`src/rtl/hypergraph_edge_table_unit_defines.svh`:
```
// assertion helpers used by hypergraph_edge_table_unit
`ifndef HYPERGRAPH_EDGE_TABLE_UNIT_DEFINES_SVH
`define HYPERGRAPH_EDGE_TABLE_UNIT_DEFINES_SVH

// condition holds in the same cycle as the trigger
`define HET_ASSERT_SAME(lbl, clk, rst_n, trig, cond) \
  lbl: assert property (@(posedge clk) disable iff (!(rst_n)) (trig) |-> (cond)) \
    else $error("assertion failed: same-cycle check");

// condition holds in the cycle after the trigger
`define HET_ASSERT_NEXT(lbl, clk, rst_n, trig, cond) \
  lbl: assert property (@(posedge clk) disable iff (!(rst_n)) (trig) |=> (cond)) \
    else $error("assertion failed: next-cycle check");

`endif

```
`src/rtl/het_pkg.sv`:
```
package het_pkg;

  localparam int unsigned MAX_EDGES = 256;
  localparam int unsigned MAX_VERTS = 64;
  localparam int unsigned ADDR_W    = $clog2(MAX_EDGES);
  localparam int unsigned VIDX_W    = $clog2(MAX_VERTS);
  localparam int unsigned FILL_W    = 9;
  localparam int unsigned VCNT_W    = 7;

  typedef logic [MAX_VERTS-1:0] vset_t;

  localparam logic [2:0] REQ_CLEAR = 3'd0;
  localparam logic [2:0] REQ_ADD   = 3'd1;
  localparam logic [2:0] REQ_HIT   = 3'd2;
  localparam logic [2:0] REQ_COV   = 3'd3;
  localparam logic [2:0] REQ_DEG   = 3'd4;
  localparam logic [2:0] REQ_UNION = 3'd5;

  localparam logic [1:0] ST_OK       = 2'd0;
  localparam logic [1:0] ST_CONFLICT = 2'd1;
  localparam logic [1:0] ST_FULL     = 2'd2;

  // running results of one pass over the table
  typedef struct packed {
    logic              bad;
    logic              hit_all;
    logic              cov_any;
    logic [FILL_W-1:0] deg;
    vset_t             uni;
  } acc_t;

  function automatic vset_t active_mask(input logic [VCNT_W-1:0] vc);
    vset_t m;
    if (vc >= VCNT_W'(MAX_VERTS)) begin
      m = '1;
    end else begin
      m = (vset_t'(1) << vc[VIDX_W-1:0]) - vset_t'(1);
    end
    return m;
  endfunction

endpackage

```
`src/rtl/het_scan_acc.sv`:
```
module het_scan_acc (
  input  logic           clk_i,
  input  logic           rst_ni,
  input  logic           init_i,
  input  logic           en_i,
  input  het_pkg::vset_t edge_i,
  input  het_pkg::vset_t set_i,
  input  het_pkg::vset_t mask_i,
  input  het_pkg::vset_t bit_i,
  output het_pkg::acc_t  acc_o
);

  het_pkg::acc_t  acc_q, acc_d;
  het_pkg::vset_t e;

  always_comb begin
    e     = edge_i & mask_i;
    acc_d = acc_q;
    if (init_i) begin
      acc_d.bad     = 1'b0;
      acc_d.hit_all = 1'b1;
      acc_d.cov_any = 1'b0;
      acc_d.deg     = '0;
      acc_d.uni     = '0;
    end else if (en_i) begin
      // equal edges count as subsets
      acc_d.bad     = acc_q.bad | ((e & ~set_i) == '0) | ((set_i & ~e) == '0);
      acc_d.hit_all = acc_q.hit_all & ((e & set_i) != '0);
      acc_d.cov_any = acc_q.cov_any | ((e & ~set_i) == '0);
      acc_d.deg     = acc_q.deg + het_pkg::FILL_W'(|(edge_i & bit_i));
      acc_d.uni     = acc_q.uni | e;
    end
  end

  always_ff @(posedge clk_i or negedge rst_ni) begin
    if (!rst_ni) begin
      acc_q <= '0;
    end else begin
      acc_q <= acc_d;
    end
  end

  assign acc_o = acc_d;

endmodule

```
`config.mk`:
```
export PLATFORM = sky130hd
export DESIGN_NAME = het_scan_acc
export DESIGN_NICKNAME = d
export VERILOG_FILES = /design/src/rtl/hypergraph_edge_table_unit_defines.svh /design/src/rtl/het_pkg.sv /design/src/rtl/het_scan_acc.sv
export SDC_FILE = /design/constraint.sdc
export NUM_CORES = 1
export LEC_CHECK = 0
export BUFFER_PORTS_ARGS = -buffer_cell sky130_fd_sc_hd__clkbuf_2
export CAP_MARGIN = 25
export CORE_AREA = 10 10 122 124
export CTS_CLUSTER_SIZE = 8
export DETAILED_ROUTE_END_ITERATION = 8
export DIE_AREA = 0 0 132 134
export GPL_ROUTABILITY_DRIVEN = 1
export PLACE_DENSITY_LB_ADDON = 0.12
export SYNTH_ARGS = -nofsm -noshare
export SYNTH_HDL_FRONTEND = slang
export SYNTH_SLANG_ARGS = --single-unit
export TNS_END_PERCENT = 5
```
`constraint.sdc`:
```
create_clock -name clk_i -period 6.1 [get_ports clk_i]
set_clock_uncertainty 0.2 [all_clocks]
set_input_delay 1.22 -clock clk_i [delete_from_list [all_inputs] [get_ports clk_i]]
set_output_delay 1.22 -clock clk_i [all_outputs]
set_load 0.03 [all_outputs]
```
==> run metrics, run 1 <==
status finished, final reports clean; crit path launch type input port; setup violators final 0; share of cells above drive strength 1 41.3%; CTS tree built; fin crit period 5.37 ns; CP max stage cell or4_1; setup TNS 0 ns; CP cell instances clkbuf_2 -> a22o_1 -> a221oi_1 -> nand4_1 -> or4_1 -> ha_1 -> nand2_1 -> nor2_1 -> nand3_1 -> xor2_1 -> nor2_1 -> clkbuf_2; Final Hold Fails 0; maximum clock frequency 186 MHz; Setup CP Type input port to primary output; Syn-to-layout area delta 47.4%; DRT Wirelength 28,800 um; clk buf depth 2; Max-Slew Margin vs Limit 45.5%; Hold WC Path Type register to register; Port Buffers 335; total gr overflow 0; GR Util met1 35.4%; flop2flop setup slack 4.47 ns; routing usage on met2 54.5%; unrepaired setup endpoints after global routing no; Post-Synthesis Cells 535; max FFs per register 76; leakage power 3.47 nW; vias 6,319; Placement Cell Area 6430 um^2; first-pass GRT wire length 41,800 um; Mapped Avg Cell Area 8.56 um^2; pin count of the biggest net entering global routing 77; Wirelength per Cell 27.5 um; PostCTS Resize Cnt 0; vias in the first global route 6,751; die width 132 um; H-tree levels 3; Hold-fix buffers, CTS 0; Nets 1,131; CTS Sinks 76; Final Non-Filler Cells 1,046; register area share after synthesis 41.5%; Final Max Slew Viols 0; Reg clk slew, reported paths 0.06 ns; P per Cell Area 219 nW/um^2; vias per inst 6.04; ANT cells 0; initial antenna violation count 0; CP Buf/Inv Count 2; Post-synth top flop dfrtp_1; gr usage total 31.2%; fin area 6750 um^2; Syn Std Cell Area 4580 um^2; die area 17,700 um^2; FFs w/ async S/R, synth 100%; DRC Markers 0; Placer Congestion 1.01; clk_lat worst skew 0.35 ns; DR iter-0 viols 540; worst-path maximum fanout 5; Die Ht 134 um; worst endpoint required time 4.68 ns; met3 Track Usage GR 9.93%; Inserted Clock Buffers 9; DRT Pass-1 Iters 5; post-CTS setup buffer count 0; Worst path top cell family by delay simple AND/OR/NAND/NOR gates; Slew @ Worst Pin 0.817 ns; worst vdd ir 171 uV; Syn Nets 797; critical path arrival 3.95 ns; Most Crowded Layer GR met2; Biggest register acc_q; Max-cap violations 0; Root Driver clkbuf_16; crit end category primary output; period utilization 88.0%; Yosys warning total 0; ANT nets after route 0; Post-synth EDFFs 0; area of the core 12,500 um^2; Site Rows 41; flops & latches, synth 76; Final HPWL DP 24,700 um; placed cells 1,029; top flop regs acc_q: 76 flops; CP peak stage delay 0.65 ns; Distinct cells, synth 33; Initial Util 36.7%; # IOs 336
[synthesized netlist by cell type, types with 2 or more instances]
| master | instances | area [um^2] |
|---|---|---|
| nor2_1 | 78 | 293 |
| dfrtp_1 | 76 | 1900 |
| a31oi_1 | 70 | 438 |
| nand2_1 | 68 | 255 |
| nand3_1 | 57 | 285 |
| nand4_1 | 26 | 163 |
| a22o_1 | 25 | 219 |
| a221oi_1 | 20 | 175 |
| o22ai_1 | 20 | 125 |
| nand3b_1 | 16 | 120 |
| clkbuf_1 | 12 | 45.0 |
| a22oi_1 | 11 | 82.6 |
| and3_1 | 8 | 50.1 |
| nor4_1 | 8 | 50.1 |
| xor2_1 | 7 | 61.3 |
| a221oi_2 | 6 | 90.1 |
| o2111ai_1 | 5 | 43.8 |
| buf_1 | 4 | 15.0 |
| ha_1 | 2 | 25.0 |
| nor3_1 | 2 | 10.0 |
| or4_1 | 2 | 15.0 |
[area by class of cell]
cell class              instances  area, um^2
repair buffers                339        1730
clock buffers                  13         240
fillers                      1212        5720
well taps                     172         215
clock inverters                 3        47.5
multi-input cells             443        2620
flip-flops and latches         76        1900
[layout by cell type (no fill, tap or decap), types with 6 or more instances in the layout]
| cell | count |
|---|---|
| and3_1 | 8 |
| a31oi_1 | 70 |
| nand2_1 | 68 |
| a22o_1 | 25 |
| a221oi_1 | 20 |
| nand3b_1 | 16 |
| o22ai_1 | 20 |
| nand3_1 | 57 |
| dfrtp_1 | 76 |
| a22oi_1 | 11 |
| a221oi_2 | 6 |
| nor2_1 | 78 |
| clkbuf_16 | 9 |
| xor2_1 | 7 |
| clkbuf_2 | 334 |
| nor4_1 | 8 |
| nand4_1 | 26 |
[power by group]
| group | switching, W | internal (W) | total, W |
|---|---|---|---|
| registers | 0.00000736 | 0.000526 | 0.000534 |
| logic | 0.000259 | 0.000142 | 0.000401 |
| clock network | 0.000222 | 0.000319 | 0.000541 |
| total | 0.000489 | 0.000987 | 0.00148 |
[logic make-up (layout without fill, tap and decap cells)]
kind of cell	Yosys count	after routing	share of synthesized area, %
simple gates	268	268	27.8
compound gates	164	164	27.0
flops	76	76	41.5
buf+inv	16	355	1.31
xor+xnor	8	8	1.53
fa+ha+maj	2	2	0.547
mux	1	1	0.219
[metrics by stage]
stage / utilization, % / setup WS, ns / power (W) / hold slack (ns)
final: 54.2 / 0.730 / 0.00148 / 0.283
after global routing: 54.2 / 0.617 / 0.00153 / 0.316
after CTS: 53.9 / 0.772 / 0.00148 / 0.290
after detailed placement: 51.6 / 0.773 / 0.000935 / 0.275
after global placement: 51.6 / 0.777 / 0.000931 / 0.265
after floorplan: - / 1.49 / 0.000709 / 0.458
[path summary, 6_finish.rpt]
path / from / endpoint / cells past startpoint
max: edge_i[41] / acc_o[72] / 12
min in group asynchronous: rst_ni / acc_q[0] / 1
max reg2reg: acc_q[64] / acc_q[72] / 6
min reg2reg: acc_q[74] / acc_q[74] / 1
max in group asynchronous: rst_ni / acc_q[46] / 2
min: acc_q[74] / acc_q[74] / 1
[routing by layer]
layer | wire length (um) | vias to the layer above | share of wire (%)
met1 | 11100 | 3061 | 39
met2 | 14300 | 405 | 50
met4 | 769 | 0 | 2.7
met3 | 2600 | 52 | 9.0
li1 | - | 2801 | -
met5 | 0 | - | 0
Note: power is estimated with default switching activity, not from simulation.
==> run 2: changes to the inputs <==
--- a/constraint.sdc
+++ b/constraint.sdc
@@ -4,2 +4,2 @@
 set_output_delay 1.22 -clock clk_i [all_outputs]
-set_load 0.03 [all_outputs]
+set_load 0.1 [all_outputs]
==> run 2 against run 1 <==
Net effect: register-to-register slack gained 0.08 ns; first-iteration DRC count rose by 41%; global-route usage up 0.092 points; power up 11%; critical endpoint unchanged; largest cell class unchanged; largest power group unchanged.
==> run metrics, run 2 (synthesis results as in run 1) <==
unrepaired setup endpoints after global routing no (unchanged); most common cell after layout, fill and taps aside clkbuf_2 (unchanged); vias in the first global route 6,705 (was 6,751); DRC Markers 0 (unchanged); setup violators final 0 (unchanged); met3 Track Usage GR 9.04% (was 9.93%); Placer Congestion 0.976 (was 1.01); worst-path maximum fanout 5 (unchanged); Final HPWL DP 24,600 um (was 24,700 um); clk_lat worst skew 0.34 ns (was 0.35 ns); leakage power 3.49 nW (was 3.47 nW); hold slack 0.295 ns (was 0.283 ns); Site Rows 41 (unchanged); top flop regs acc_q: 76 flops (unchanged); Port Buffers 335 (unchanged); max FFs per register 76 (unchanged); Wirelength per Cell 27.2 um (was 27.5 um); Final Max Slew Viols 0 (unchanged); worst endpoint required time 4.68 ns (about the same); setup TNS 0 ns (unchanged); crit path launch type input port (unchanged); H-tree levels 3 (unchanged); Die Ht 134 um (unchanged); CTS Sinks 76 (unchanged); Max-cap violations 0 (unchanged); die width 132 um (unchanged); Final Hold Fails 0 (unchanged); worst slack, placed 0.362 ns (was 0.773 ns); status finished, final reports clean (unchanged); pin count of the biggest net entering global routing 77 (unchanged); # IOs 336 (unchanged); vias per inst 5.98 (was 6.04); Max-Slew Margin vs Limit 47.4% (was 45.5%); Root Driver clkbuf_16 (unchanged); critical path arrival 4.30 ns (was 3.95 ns); ANT nets after route 0 (unchanged); Setup CP Type input port to primary output (unchanged); Biggest register acc_q (unchanged); first-pass GRT wire length 42,000 um (was 41,800 um); DRT Pass-1 Iters 5 (unchanged); die area 17,700 um^2 (unchanged); DR iter-0 viols 764 (was 540); fin crit period 5.72 ns (was 5.37 ns); ANT cells 0 (unchanged); placed cells 1,030 (was 1,029); Nets 1,132 (was 1,131); commonest non-fill, non-tap cells in the layout clkbuf_2, nor2_1, dfrtp_1 (unchanged); fin area 6780 um^2 (was 6750 um^2); clk buf depth 2 (unchanged); Syn-to-layout area delta 48.0% (was 47.4%); Reg clk slew, reported paths 0.06 ns (about the same); maximum clock frequency 175 MHz (was 186 MHz); routing usage on met2 54.5% (about the same); Final Non-Filler Cells 1,045 (was 1,046); crit end category primary output (unchanged); area of the core 12,500 um^2 (unchanged); gr usage total 31.3% (was 31.2%); Worst Slack Setup Final 0.381 ns (was 0.730 ns); Fill cells 1,288 (was 1,212); Inserted Clock Buffers 9 (unchanged); DRT Wirelength 28,500 um (was 28,800 um); Placement Cell Area 6440 um^2 (was 6430 um^2); Hold WC Path Type register to register (unchanged); vias 6,244 (was 6,319); Most Crowded Layer GR met2 (unchanged); Initial Util 36.7% (unchanged); P per Cell Area 241 nW/um^2 (was 219 nW/um^2); share of cells above drive strength 1 41.5% (was 41.3%); CTS tree built (unchanged); Slew @ Worst Pin 0.788 ns (was 0.817 ns); initial antenna violation count 0 (unchanged); PostCTS Resize Cnt 0 (unchanged); Hold-fix buffers, CTS 0 (unchanged); GR Util met1 36.3% (was 35.4%); period utilization 93.7% (was 88.0%); post-CTS setup buffer count 0 (unchanged); total gr overflow 0 (unchanged); worst vdd ir 120 uV (was 171 uV)
-- run 2: cell count changes in the layout (fill, tap and decap cells not counted) --
cell / before / now
buf_4: 4 / 5
bufinv_16: 1 / 2
clkbuf_1: 4 / 2
clkbuf_8: 0 / 1
clkinv_4: 2 / 0
-- run 2: layout make-up --
| class | instances | area, um^2 | area share (%) |
|---|---|---|---|
| sequential | 76 | 1900 | 28.1 |
| clock inverter | 2 | 60.1 | 0.886 |
| clock buffer | 12 | 246 | 3.64 |
| tap | 172 | 215 | 3.18 |
| timing repair buffer | 340 | 1740 | 25.6 |
| multi-input combinational | 443 | 2620 | 38.6 |
-- run 2: path summary, 6_finish.rpt --
kind                                 start   endpoint  slack (ns)  depth (start not counted)
worst max-delay path            edge_i[25]  acc_o[72]        0.38                         12
worst min-delay path             acc_q[74]  acc_q[74]        0.29                          1
worst max register to register   acc_q[64]  acc_q[72]        4.55                          6
worst min register to register   acc_q[74]  acc_q[74]        0.29                          1
max in group asynchronous           rst_ni  acc_q[62]        4.51                          2
min in group asynchronous           rst_ni   acc_q[0]        0.59                          1
-- run 2: per-layer routing --
| metal | share of wire, % | wire length, um | vias to the layer above |
|---|---|---|---|
| met1 | 37 | 10600 | 2951 |
| met4 | 2.4 | 674 | 0 |
| met3 | 10 | 2980 | 36 |
| li1 | - | - | 2814 |
| met5 | 0 | 0 | - |
| met2 | 50 | 14200 | 443 |
-- run 2: critical path, cell delays in order --
cell	delay, ns
clkbuf_2	0.13
a22o_1	0.26
a221oi_1	0.57
nand4_1	0.29
or4_1	0.63
ha_1	0.24
nand2_1	0.07
nor2_1	0.09
nand3_1	0.10
xor2_1	0.06
nor2_1	0.15
clkbuf_2	0.49
-- run 2: power breakdown --
part	internal [W]	switching [W]	total (W)
clock network	0.000365	0.000210	0.000575
registers	0.000526	0.00000737	0.000534
logic	0.000142	0.000380	0.000522
total	0.00103	0.000597	0.00163
-- run 2: per-stage QoR --
| stage | power (W) | util (%) |
|---|---|---|
| 3_3_place_gp | 0.00105 | 51.7 |
| 3_5_place_dp | 0.00106 | 51.7 |
| 2_1_floorplan | 0.000831 | - |
| 4_1_cts | 0.00163 | 54.1 |
| 6_report | 0.00163 | 54.4 |
| 5_1_grt | 0.00169 | 54.4 |
==> run 3: changes to the inputs <==
Settings changed: CTS_BUF_LIST set to sky130_fd_sc_hd__clkbuf_2 sky130_fd_sc_hd__clkbuf_4 sky130_fd_sc_hd__clkbuf_8, CTS_CLUSTER_DIAMETER set to 30.
==> run 3 against run 2 <==
Net effect: sequential power about the same; sequential share of layout area increased by 0.39 points; non-clock buffer count unchanged; first-iteration DRC count decreased by 5.2%; combinational power about the same; worst hold slack improved by 0.0047 ns; critical path type unchanged; largest cell class unchanged; highest routed layer unchanged.
==> run metrics, run 3 (synthesis results as in run 1) <==
DRT Wirelength 28,500 um (about the same); area of the core 12,500 um^2 (unchanged); Reg power frac 35.6% (was 32.7%); fin crit period 5.73 ns (was 5.72 ns); worst endpoint required time 4.68 ns (about the same); share of cells above drive strength 1 41.7% (was 41.5%); internal power 0.000914 W (was 0.00103 W); top flop regs acc_q: 76 flops (unchanged); Net Sw Power 0.000583 W (was 0.000597 W); leakage power 3.45 nW (was 3.49 nW); commonest non-fill, non-tap cells in the layout clkbuf_2, nor2_1, dfrtp_1 (unchanged); hold slack 0.300 ns (was 0.295 ns); unrepaired setup endpoints after global routing no (unchanged); DRT Pass-1 Iters 5 (unchanged); Hold WC Path Type register to register (unchanged); Reg clk slew, reported paths 0.08 ns (was 0.06 ns); Port Buffers 335 (unchanged); combinational share of power 34.9% (was 32.0%); register area 1900 um^2 (unchanged); Nets 1,132 (unchanged); M1 wire length 10,600 um (about the same); most common cell after layout, fill and taps aside clkbuf_2 (unchanged); DRC Markers 0 (unchanged); Clock power frac 29.5% (was 35.3%); H-tree levels 3 (unchanged); # IOs 336 (unchanged); post-CTS setup buffer count 0 (unchanged); Biggest register acc_q (unchanged); Initial Util 36.7% (unchanged); total gr overflow 0 (unchanged); Final HPWL DP 24,600 um (unchanged); Worst Slack Setup Final 0.368 ns (was 0.381 ns); P per Cell Area 224 nW/um^2 (was 241 nW/um^2); crit path launch type input port (unchanged); die width 132 um (unchanged); DR iter-0 viols 724 (was 764); Max-cap violations 0 (unchanged); period utilization 94.0% (was 93.7%); critical path arrival 4.31 ns (was 4.30 ns); Hold-fix buffers, CTS 0 (unchanged); Final Max Slew Viols 0 (unchanged); total power 0.00150 W (was 0.00163 W); Syn-to-layout area delta 46.0% (was 48.0%); setup TNS 0 ns (unchanged); CTS tree built (unchanged); worst-path maximum fanout 5 (unchanged); status finished, final reports clean (unchanged); clk buf depth 2 (unchanged); Max-Slew Margin vs Limit 53.4% (was 47.4%); Final Hold Fails 0 (unchanged); Wirelength per Cell 27.3 um (was 27.2 um); Inserted Clock Buffers 9 (unchanged); sw frac 39.0% (was 36.6%); PostCTS Resize Cnt 0 (unchanged); WL met3 3080 um (was 2980 um); ANT cells 0 (unchanged); vias 6,315 (was 6,244); worst vdd ir 128 uV (was 120 uV); crit end category primary output (unchanged); highest metal used met4 (unchanged); met2 WL 14,200 um (about the same); initial antenna violation count 0 (unchanged); vias in the first global route 6,660 (was 6,705); pin count of the biggest net entering global routing 77 (unchanged); setup violators final 0 (unchanged); area of the multi-input gates 2620 um^2 (unchanged); Setup CP Type input port to primary output (unchanged); Root Driver clkbuf_8 (was clkbuf_16); worst slack, placed 0.362 ns (unchanged); die area 17,700 um^2 (unchanged); CTS Sinks 76 (unchanged); Finished Core Util 53.6% (was 54.4%); gr usage total 31.2% (was 31.3%); Fill cells 1,293 (was 1,288); Placer Congestion 0.976 (unchanged); ANT nets after route 0 (unchanged); Slew @ Worst Pin 0.699 ns (was 0.788 ns); Die Ht 134 um (unchanged); max FFs per register 76 (unchanged); Site Rows 41 (unchanged); clk_lat worst skew 0.37 ns (was 0.34 ns); first-pass GRT wire length 41,900 um (was 42,000 um); maximum clock frequency 174 MHz (was 175 MHz); vias per inst 6.04 (was 5.98)
-- run 3: cell count changes in the layout (fill, tap and decap cells not counted) --
cell / previous run / this run
clkbuf_4: 0 / 2
clkbuf_1: 2 / 0
clkbuf_8: 1 / 10
clkbuf_16: 9 / 0
-- run 3: final timing paths --
check,start,end,slack (ns),cells after the start
max,edge_i[25],acc_o[72],0.37,12
max in group asynchronous,rst_ni,acc_q[62],4.54,2
max reg2reg,acc_q[64],acc_q[72],4.55,6
min in group asynchronous,rst_ni,acc_q[54],0.56,1
min reg2reg,acc_q[74],acc_q[74],0.30,1
min,acc_q[74],acc_q[74],0.30,1
-- run 3: power groups by stage --
stage                     clock (W)  combinational (W)  sequential (W)
final                      0.000441           0.000523        0.000533
after global placement            0           0.000510        0.000542
after detailed placement          0           0.000514        0.000543
after global routing       0.000471           0.000549        0.000535
after CTS                  0.000446           0.000515        0.000533
after floorplan                   0           0.000290        0.000541
-- run 3: critical path, cell delays in order --
cell and delay (ns):
clkbuf_2 0.13, a22o_1 0.26, a221oi_1 0.58, nand4_1 0.29, or4_1 0.63, ha_1 0.24, nand2_1 0.07, nor2_1 0.09
nand3_1 0.10, xor2_1 0.06, nor2_1 0.15, clkbuf_2 0.49
-- run 3: through the flow --
step	instance area [um^2]	instances
floorplan	4580	535
global placement	6440	1030
detailed placement	6440	1030
CTS	6660	1044
global route	6680	1045
finish	6680	1045
-- run 3: layout make-up --
class	instances	area share, %
tap	172	3.22
multi-input combinational	443	39.1
timing repair buffer	340	26.0
sequential	76	28.5
clock buffer	12	2.28
clock inverter	2	0.899
-- run 3: metal layers --
layer  vias to the layer above  global-route usage [%]
met5                         -                       0
met4                         0                    8.03
met3                        42                    9.48
met2                       463                    54.8
met1                      3006                    36.3
li1                       2804                       -
